[config.mk]
export PLATFORM = sky130hd
export DESIGN_NAME = priority_alarm_change_scanner
export DESIGN_NICKNAME = d
export VERILOG_FILES = /design/src/rtl/pacs_pkg.sv /design/src/rtl/priority_alarm_change_scanner.sv
export SDC_FILE = /design/constraint.sdc
export NUM_CORES = 2
export LEC_CHECK = 0
export BUFFER_PORTS_ARGS = -buffer_cell sky130_fd_sc_hd__buf_4
export CAP_MARGIN = 20
export CORE_ASPECT_RATIO = 0.9
export CORE_MARGIN = 10
export CORE_UTILIZATION = 30
export CTS_CLUSTER_SIZE = 12
export DETAILED_ROUTE_END_ITERATION = 10
export GPL_ROUTABILITY_DRIVEN = 0
export PLACE_DENSITY = 0.52
export SYNTH_ARGS = -nofsm -noshare
export SYNTH_HDL_FRONTEND = slang
export SYNTH_SLANG_ARGS = --single-unit
[constraint.sdc]
create_clock -name clock -period 8.6 [get_ports clock]
set_input_delay 2.58 -clock clock [delete_from_list [all_inputs] [get_ports clock]]
set_output_delay 2.58 -clock clock [all_outputs]
set_load 0.05 [all_outputs]
[src/rtl/pacs_pkg.sv]
// ---------------------------------------------------------------------------
// pacs_pkg: shared definitions for the priority alarm change scanner
// Field widths, register reset value, action codes and result word layout.
// ---------------------------------------------------------------------------
`default_nettype none

package pacs_pkg;

   localparam int NUM_INPUTS_DEF = 11;
   localparam int LEVEL_W        = 11;
   localparam int TIME_W         = 32;
   localparam int DEBOUNCE_W     = 16;
   localparam int INDEX_W        = 4;

   localparam logic [DEBOUNCE_W-1:0] DEBOUNCE_RESET = 16'd20;

   // request word: now_ms, levels; padded to whole bytes
   localparam int REQ_DATA_W = 48;
   localparam int REQ_NOW_LO = 0;
   localparam int REQ_LVL_LO = TIME_W;

   // result word: event_valid, input_index, new_level, severity
   localparam int RSP_DATA_W = 8;
   localparam int RSP_EV_BIT  = 0;
   localparam int RSP_IDX_LO  = 1;
   localparam int RSP_LVL_BIT = RSP_IDX_LO + INDEX_W;
   localparam int RSP_SEV_BIT = RSP_LVL_BIT + 1;

   typedef enum logic {
      ACT_INIT = 1'b0,
      ACT_SCAN = 1'b1
   } action_type;

endpackage

`default_nettype wire

[src/rtl/priority_alarm_change_scanner.sv]
// ---------------------------------------------------------------------------
// priority_alarm_change_scanner: debounced priority change scan of alarm inputs
//
// Usage:
//   req_* carries one word per init or scan: tuser is the action
//   (init or scan), tdata holds now_ms and the current input levels.
//   rsp_* returns exactly one word per request: event flag, index of the
//   changed input, its new level and severity.
//   csr_* writes the 16-bit debounce time; it is always ready and should
//   only be written while no request is in flight.
// Path: a request passes the input register, then the result register,
//   before its result shows on rsp_*.
// Throughput: one request per cycle while rsp_tready is high; the
//   elapsed-time compares of all inputs and the priority pick sit in the
//   combinational logic between the input register and the result register.
// Reset: clears all stored levels and check times to zero, debounce to
//   20 ms, and empties both registers.
// Stall: while rsp_tready is low the result holds; one more request is
//   taken into the input register, then req_tready drops.
// ---------------------------------------------------------------------------
`default_nettype none

module priority_alarm_change_scanner
   import pacs_pkg::*;
#(
   parameter int NUM_INPUTS = NUM_INPUTS_DEF
) (
   input  wire logic                  clock,
   input  wire logic                  reset,
   // request
   input  wire logic                  req_tvalid,
   output logic                       req_tready,
   input  wire logic [REQ_DATA_W-1:0] req_tdata,  // now_ms[31:0], levels[42:32], zero pad
   input  wire logic [0:0]            req_tuser,  // action[0]
   // result
   output logic                       rsp_tvalid,
   input  wire logic                  rsp_tready,
   output logic [RSP_DATA_W-1:0]      rsp_tdata,  // event_valid[0], input_index[4:1],
                                                  // new_level[5], severity[6], zero pad
   // debounce register
   input  wire logic                  csr_valid,
   output logic                       csr_ready,
   input  wire logic [DEBOUNCE_W-1:0] csr_data
);

   // input register
   logic              in_valid_ff, in_valid_in;
   action_type        in_action_ff;
   logic [TIME_W-1:0] in_now_ff;
   logic [LEVEL_W-1:0] in_levels_ff;

   // result register
   logic               rsp_valid_ff, rsp_valid_in;
   logic               rsp_event_ff, rsp_event_in;
   logic [INDEX_W-1:0] rsp_index_ff, rsp_index_in;
   logic               rsp_level_ff, rsp_level_in;

   // alarm state
   logic [NUM_INPUTS-1:0] stored_level_ff, stored_level_in;
   logic [TIME_W-1:0]     last_check_ff [NUM_INPUTS];
   logic [TIME_W-1:0]     last_check_in [NUM_INPUTS];
   logic [DEBOUNCE_W-1:0] debounce_ff, debounce_in;

   logic                  advance;
   logic [NUM_INPUTS-1:0] cur_level;
   logic [NUM_INPUTS-1:0] qualified;
   logic [NUM_INPUTS-1:0] changed;
   logic [NUM_INPUTS-1:0] visited;

   assign advance    = in_valid_ff && (!rsp_valid_ff || rsp_tready);
   assign req_tready = !in_valid_ff || advance;
   assign csr_ready  = 1'b1;

   always_comb begin
      in_valid_in = in_valid_ff;
      if (req_tvalid && req_tready) begin
         in_valid_in = 1'b1;
      end else if (advance) begin
         in_valid_in = 1'b0;
      end
   end

   always_comb begin
      debounce_in = debounce_ff;
      if (csr_valid && csr_ready) begin
         debounce_in = csr_data;
      end
   end

   // per-input level and elapsed-time check; inputs past the levels field read 0
   for (genvar g = 0; g < NUM_INPUTS; g++) begin : g_input
      logic [TIME_W-1:0] elapsed;
      if (g < LEVEL_W) begin : g_lvl
         assign cur_level[g] = in_levels_ff[g];
      end else begin : g_zero
         assign cur_level[g] = 1'b0;
      end
      assign elapsed      = in_now_ff - last_check_ff[g];
      assign qualified[g] = elapsed >= {{(TIME_W-DEBOUNCE_W){1'b0}}, debounce_ff};
      assign changed[g]   = qualified[g] && (cur_level[g] != stored_level_ff[g]);
   end

   // priority pick: the scan stops at the first qualified change
   always_comb begin
      logic blocked;
      blocked      = 1'b0;
      rsp_event_in = 1'b0;
      rsp_index_in = '0;
      rsp_level_in = 1'b0;
      for (int i = 0; i < NUM_INPUTS; i++) begin
         visited[i] = !blocked;
         if (!blocked && changed[i]) begin
            blocked      = 1'b1;
            rsp_event_in = 1'b1;
            rsp_index_in = INDEX_W'(i);
            rsp_level_in = cur_level[i];
         end
      end
   end

   always_comb begin
      stored_level_in = stored_level_ff;
      for (int i = 0; i < NUM_INPUTS; i++) begin
         last_check_in[i] = last_check_ff[i];
         if (advance) begin
            if (in_action_ff == ACT_INIT) begin
               stored_level_in[i] = cur_level[i];
               last_check_in[i]   = in_now_ff;
            end else if (visited[i] && qualified[i]) begin
               stored_level_in[i] = cur_level[i];
               last_check_in[i]   = in_now_ff;
            end
         end
      end
   end

   always_comb begin
      rsp_valid_in = rsp_valid_ff;
      if (advance) begin
         rsp_valid_in = 1'b1;
      end else if (rsp_tready) begin
         rsp_valid_in = 1'b0;
      end
   end

   always_ff @(posedge clock) begin
      if (reset) begin
         in_valid_ff     <= 1'b0;
         rsp_valid_ff    <= 1'b0;
         stored_level_ff <= '0;
         debounce_ff     <= DEBOUNCE_RESET;
         for (int i = 0; i < NUM_INPUTS; i++) begin
            last_check_ff[i] <= '0;
         end
      end else begin
         in_valid_ff     <= in_valid_in;
         rsp_valid_ff    <= rsp_valid_in;
         stored_level_ff <= stored_level_in;
         debounce_ff     <= debounce_in;
         for (int i = 0; i < NUM_INPUTS; i++) begin
            last_check_ff[i] <= last_check_in[i];
         end
      end
   end

   // payload registers
   always_ff @(posedge clock) begin
      if (req_tvalid && req_tready) begin
         in_action_ff <= action_type'(req_tuser[0]);
         in_now_ff    <= req_tdata[REQ_NOW_LO +: TIME_W];
         in_levels_ff <= req_tdata[REQ_LVL_LO +: LEVEL_W];
      end
      if (advance) begin
         // init words report nothing
         rsp_event_ff <= (in_action_ff == ACT_SCAN) && rsp_event_in;
         rsp_index_ff <= (in_action_ff == ACT_SCAN) ? rsp_index_in : '0;
         rsp_level_ff <= (in_action_ff == ACT_SCAN) && rsp_level_in;
      end
   end

   assign rsp_tvalid = rsp_valid_ff;

   always_comb begin
      rsp_tdata                          = '0;
      rsp_tdata[RSP_EV_BIT]              = rsp_event_ff;
      rsp_tdata[RSP_IDX_LO +: INDEX_W]   = rsp_index_ff;
      rsp_tdata[RSP_LVL_BIT]             = rsp_level_ff;
      rsp_tdata[RSP_SEV_BIT]             = rsp_level_ff;
   end

endmodule

`default_nettype wire

==> results.txt <==
----------------------------------------------------
[Status]
  Status ... finished, final reports clean

[Yosys]
  Cell area after technology mapping ... 39880 µm²
  Yosys reg bits ... between 400 and 500
  Most numerous cell types in the synthesized netlist ... sky130_fd_sc_hd__nor2_1, sky130_fd_sc_hd__ha_1, sky130_fd_sc_hd__inv_1
  Fraction of the yosys area taken by sequential cells ... a little under a quarter
  Largest cells by area after synthesis ... sky130_fd_sc_hd__dfxtp_1, sky130_fd_sc_hd__ha_1, sky130_fd_sc_hd__mux2i_1
  Cell variety after synth ... around 110
  Synthesis Warnings ... 0
  Share of the synthesized area in the top cell type ... between 10% and 20%
  Number of enable flip-flop cells after synthesis ... 50
  Synthesized netlist cell count ... around 5000
  Prevailing post-synth register cell ... sky130_fd_sc_hd__dfxtp_1
  Syn Nets ... about 5600
  Dominant cell by count in the synthesized netlist ... sky130_fd_sc_hd__nor2_1
  Mapped Avg Cell Area ... between 7 and 8 µm²
  Share of flip-flops with an asynchronous set or reset after synthesis ... 0%
  Biggest area consumer among synthesized cells ... sky130_fd_sc_hd__dfxtp_1

[Power]
  Static leakage power ... around 18 nW
  Power density relative to cell area ... 157.7 nW/µm²
  Maximum vdd ir drop ... roughly 150 µV

[Routing]
  DRC violation count after routing ... 0
  Count of TritonRoute iterations in the first routing pass ... 6
  Drt wl/cell ... slightly below 20 µm
  Antenna viol nets, final ... 0
  Final routed wirelength across all metal layers ... roughly 130000 µm
  Violation count after the first detailed-routing iteration ... around 2800
  Total via count in the routed design ... 36630
  Drt via density ... roughly 5.4

[Layout]
  Proportion of layout cells with a drive suffix above 1 ... around 6.7%
  Fill count ... 13940
  Final-stage net count ... around 5700
  Layout-stage area growth over the synthesis result ... 11.31%
  Layout Utilization ... about 34%

[Clock tree]
  Number of hold buffers added after cts ... 0
  Clock tree from TritonCTS ... done
  CTS Buffer Depth ... 3
  Clock slew seen by the registers of the worst setup and hold paths ... around 60 ps
  Number of sinks handled by clock tree synthesis ... about 430
  CTS Buf Count ... 54
  Number of H-tree levels ... 2
  Source-to-sink clock delay at the later pin of the worst-skew pair ... between 600 and 700 ps
  Number of setup buffers added after CTS ... 0
  Clock tree root buffer cell ... sky130_fd_sc_hd__clkbuf_16
  Post-CTS resize count ... 0

[Critical path]
  Required arrival time at the worst endpoint ... roughly 9000 ps
  Worst path buffer plus inverter count ... 1
  Endpoint class of the critical path ... flip-flop
  Critical Path Max Stage Delay ... between 600 and 700 ps
  Worst endpoint data arrival time ... 7940 ps
  Cell with the largest stage delay on the worst path ... sky130_fd_sc_hd__nor4_1
  Category of the critical setup timing path ... reg2reg
  Cell family contributing the most delay on the critical path ... simple AND/OR/NAND/NOR gates
  Setup crit start kind ... flip-flop
  Critical path fanouts, max ... 5

[GRT]
  GRT Resource Usage Total ... 17.37%
  Largest net degree at the start of global routing ... 171
  Number of antenna violations at the first check in global routing ... 9
  Remaining Overflow, GRT ... 0
  First-pass GRT wire length ... just over 200000 µm
  Number of global-route vias before repair ... around 34000

[Timing]
  Final Hold Viols ... 0
  Share of the cycle needed by the critical path after routing ... between 80% and 90%
  Remaining max-slew budget at the tightest pin ... 34.70%
  Total Neg Setup Slack ... 0 ps
  Unrepaired setup endpoints after global routing ... no
  Slew @ Worst Pin ... between 900 and 1000 ps
  Total count of max-transition violations in the final report ... 0
  Max Clock Freq ... 0.1325 GHz
  Number of setup violations in the final report ... 0
  Clock period minus final worst setup slack ... between 7000 and 8000 ps
  Worst Hold Slack ... between 400 and 500 ps
  Post-route clock skew ... 19.44 ps

[Floorplanning]
  Chip height ... approximately 370 µm
  Io pins ... 81
  Number of core rows ... 126
  Starting density of the core ... a little under a third
  Std-Cell Core Area ... between 100000 and 150000 µm²
  Die X ... roughly 400 µm
  Overall die area ... 147900 µm²

[Run]
  Number of max-cap violations ... 0

[Placement]
  Hpwl dp ... around 100000 µm
  # port buffers ... 73

[Worst hold path]
  Hold crit path type ... reg2reg

----------------------------------------------------
==> per-layer routing <==
metal / GRT usage [%] / up-vias / wire length [µm]
met5: 0 / - / 21
met4: 5.196 / 4 / 4294
met3: 3.379 / 176 / 10120
met2: 24.55 / 1055 / 52300
met1: 26.01 / 17220 / 67570
li1: - / 18170 / -
==> worst paths after layout <==
kind | from | end | slack [ps] | cells after the start
worst min-delay path | last_check_ff[8][16] | last_check_ff[8][16] | 460 | 2
worst max register to register | in_now_ff[0] | rsp_level_ff | 1050 | 28
worst max-delay path | in_now_ff[0] | rsp_level_ff | 1050 | 28
worst min register to register | last_check_ff[8][16] | last_check_ff[8][16] | 460 | 2
==> where the power goes <==
part / total, mW / internal, mW / switching (mW)
logic: 2.37 / 0.941 / 1.43
clock network: 2.44 / 1.42 / 1.02
registers: 2.19 / 2.12 / 0.0618
==> tightest hold or removal path, stage by stage, from the launching register on <==
cell and delay [ps]:
sky130_fd_sc_hd__dfxtp_1 310, sky130_fd_sc_hd__nand3_1 60, sky130_fd_sc_hd__o21ai_1 50
==> layout make-up <==
class / instances / area (µm²) / area share [%]
multi-input combinational: 3941 / 28190 / 63.52
inverter: 459 / 1724 / 3.885
tap: 1728 / 2162 / 4.871
timing repair buffer: 167 / 1311 / 2.954
clock buffer: 72 / 1553 / 3.498
clock inverter: 28 / 304.0 / 0.6850
sequential: 431 / 9129 / 20.57
antenna: 3 / 7.507 / 0.01691
==> cell families (layout without fill, tap and decap cells) <==
family | Yosys count | count (layout) | synth area share, %
DFF | 431 | 431 | 22.89
buffers and inverters | 665 | 726 | 6.611
xor gates and xnor gates | 227 | 227 | 4.986
and+or+nand+nor | 1496 | 1496 | 17.86
muxes | 339 | 339 | 8.519
adders and majority gates | 528 | 528 | 16.77
other | 2 | 5 | 0.01883
AOI/OAI and AO/OA | 1349 | 1349 | 22.33
==> placed cells by master (no fill, tap or decap), types with 20 or more instances in the layout <==
cell type	Yosys	layout
sky130_fd_sc_hd__nor2b_1	47	47
sky130_fd_sc_hd__o21a_1	71	70
sky130_fd_sc_hd__a211oi_1	55	55
sky130_fd_sc_hd__a21oi_1	368	366
sky130_fd_sc_hd__mux2i_1	336	336
sky130_fd_sc_hd__inv_1	456	456
sky130_fd_sc_hd__a21boi_0	23	23
sky130_fd_sc_hd__a31oi_1	50	50
sky130_fd_sc_hd__nand4_1	82	82
sky130_fd_sc_hd__and3_1	36	36
sky130_fd_sc_hd__dfxtp_1	381	381
sky130_fd_sc_hd__buf_4	9	162
sky130_fd_sc_hd__and2_1	21	20
sky130_fd_sc_hd__o21bai_1	42	42
sky130_fd_sc_hd__o21ai_0	228	228
sky130_fd_sc_hd__nor2_1	573	573
sky130_fd_sc_hd__ha_1	517	517
sky130_fd_sc_hd__edfxtp_1	50	50
sky130_fd_sc_hd__nor3_1	76	76
sky130_fd_sc_hd__nand2_1	325	324
sky130_fd_sc_hd__clkbuf_16	0	57
sky130_fd_sc_hd__xnor2_1	145	145
sky130_fd_sc_hd__nand3_1	117	117
sky130_fd_sc_hd__and4_1	26	26
sky130_fd_sc_hd__nor4_1	35	35
sky130_fd_sc_hd__or3_1	26	26
sky130_fd_sc_hd__o211ai_1	48	48
sky130_fd_sc_hd__xor2_1	82	82
sky130_fd_sc_hd__nand2b_1	51	51
sky130_fd_sc_hd__a21o_1	148	148
sky130_fd_sc_hd__o21ai_1	48	44
==> state kept, by name, indices dropped and copies added, names as in the netlist <==
signal,cells
rsp_level_ff,1
debounce_ff,16
last_check_ff,352
in_valid_ff,1
cur_level,11
rsp_tvalid,1
rsp_index_ff,4
in_action_ff,1
rsp_event_ff,1
in_now_ff,32
stored_level_ff,11
==> metrics by stage <==
| stage | total power [mW] | cells | setup WS, ps | cell area, µm² |
|---|---|---|---|---|
| after detailed placement | 4.564 | 6726 | 1069 | 42520 |
| after CTS | 7.057 | 6826 | 1043 | 44380 |
| final | 7.000 | 6829 | 1055 | 44380 |
| after global routing | 7.437 | 6826 | 627.6 | 44380 |
| after floorplan | 3.937 | 5037 | 1970 | 39880 |
| after global placement | 4.543 | 6726 | 1071 | 42520 |
Note: power is estimated with default switching activity, not from simulation.
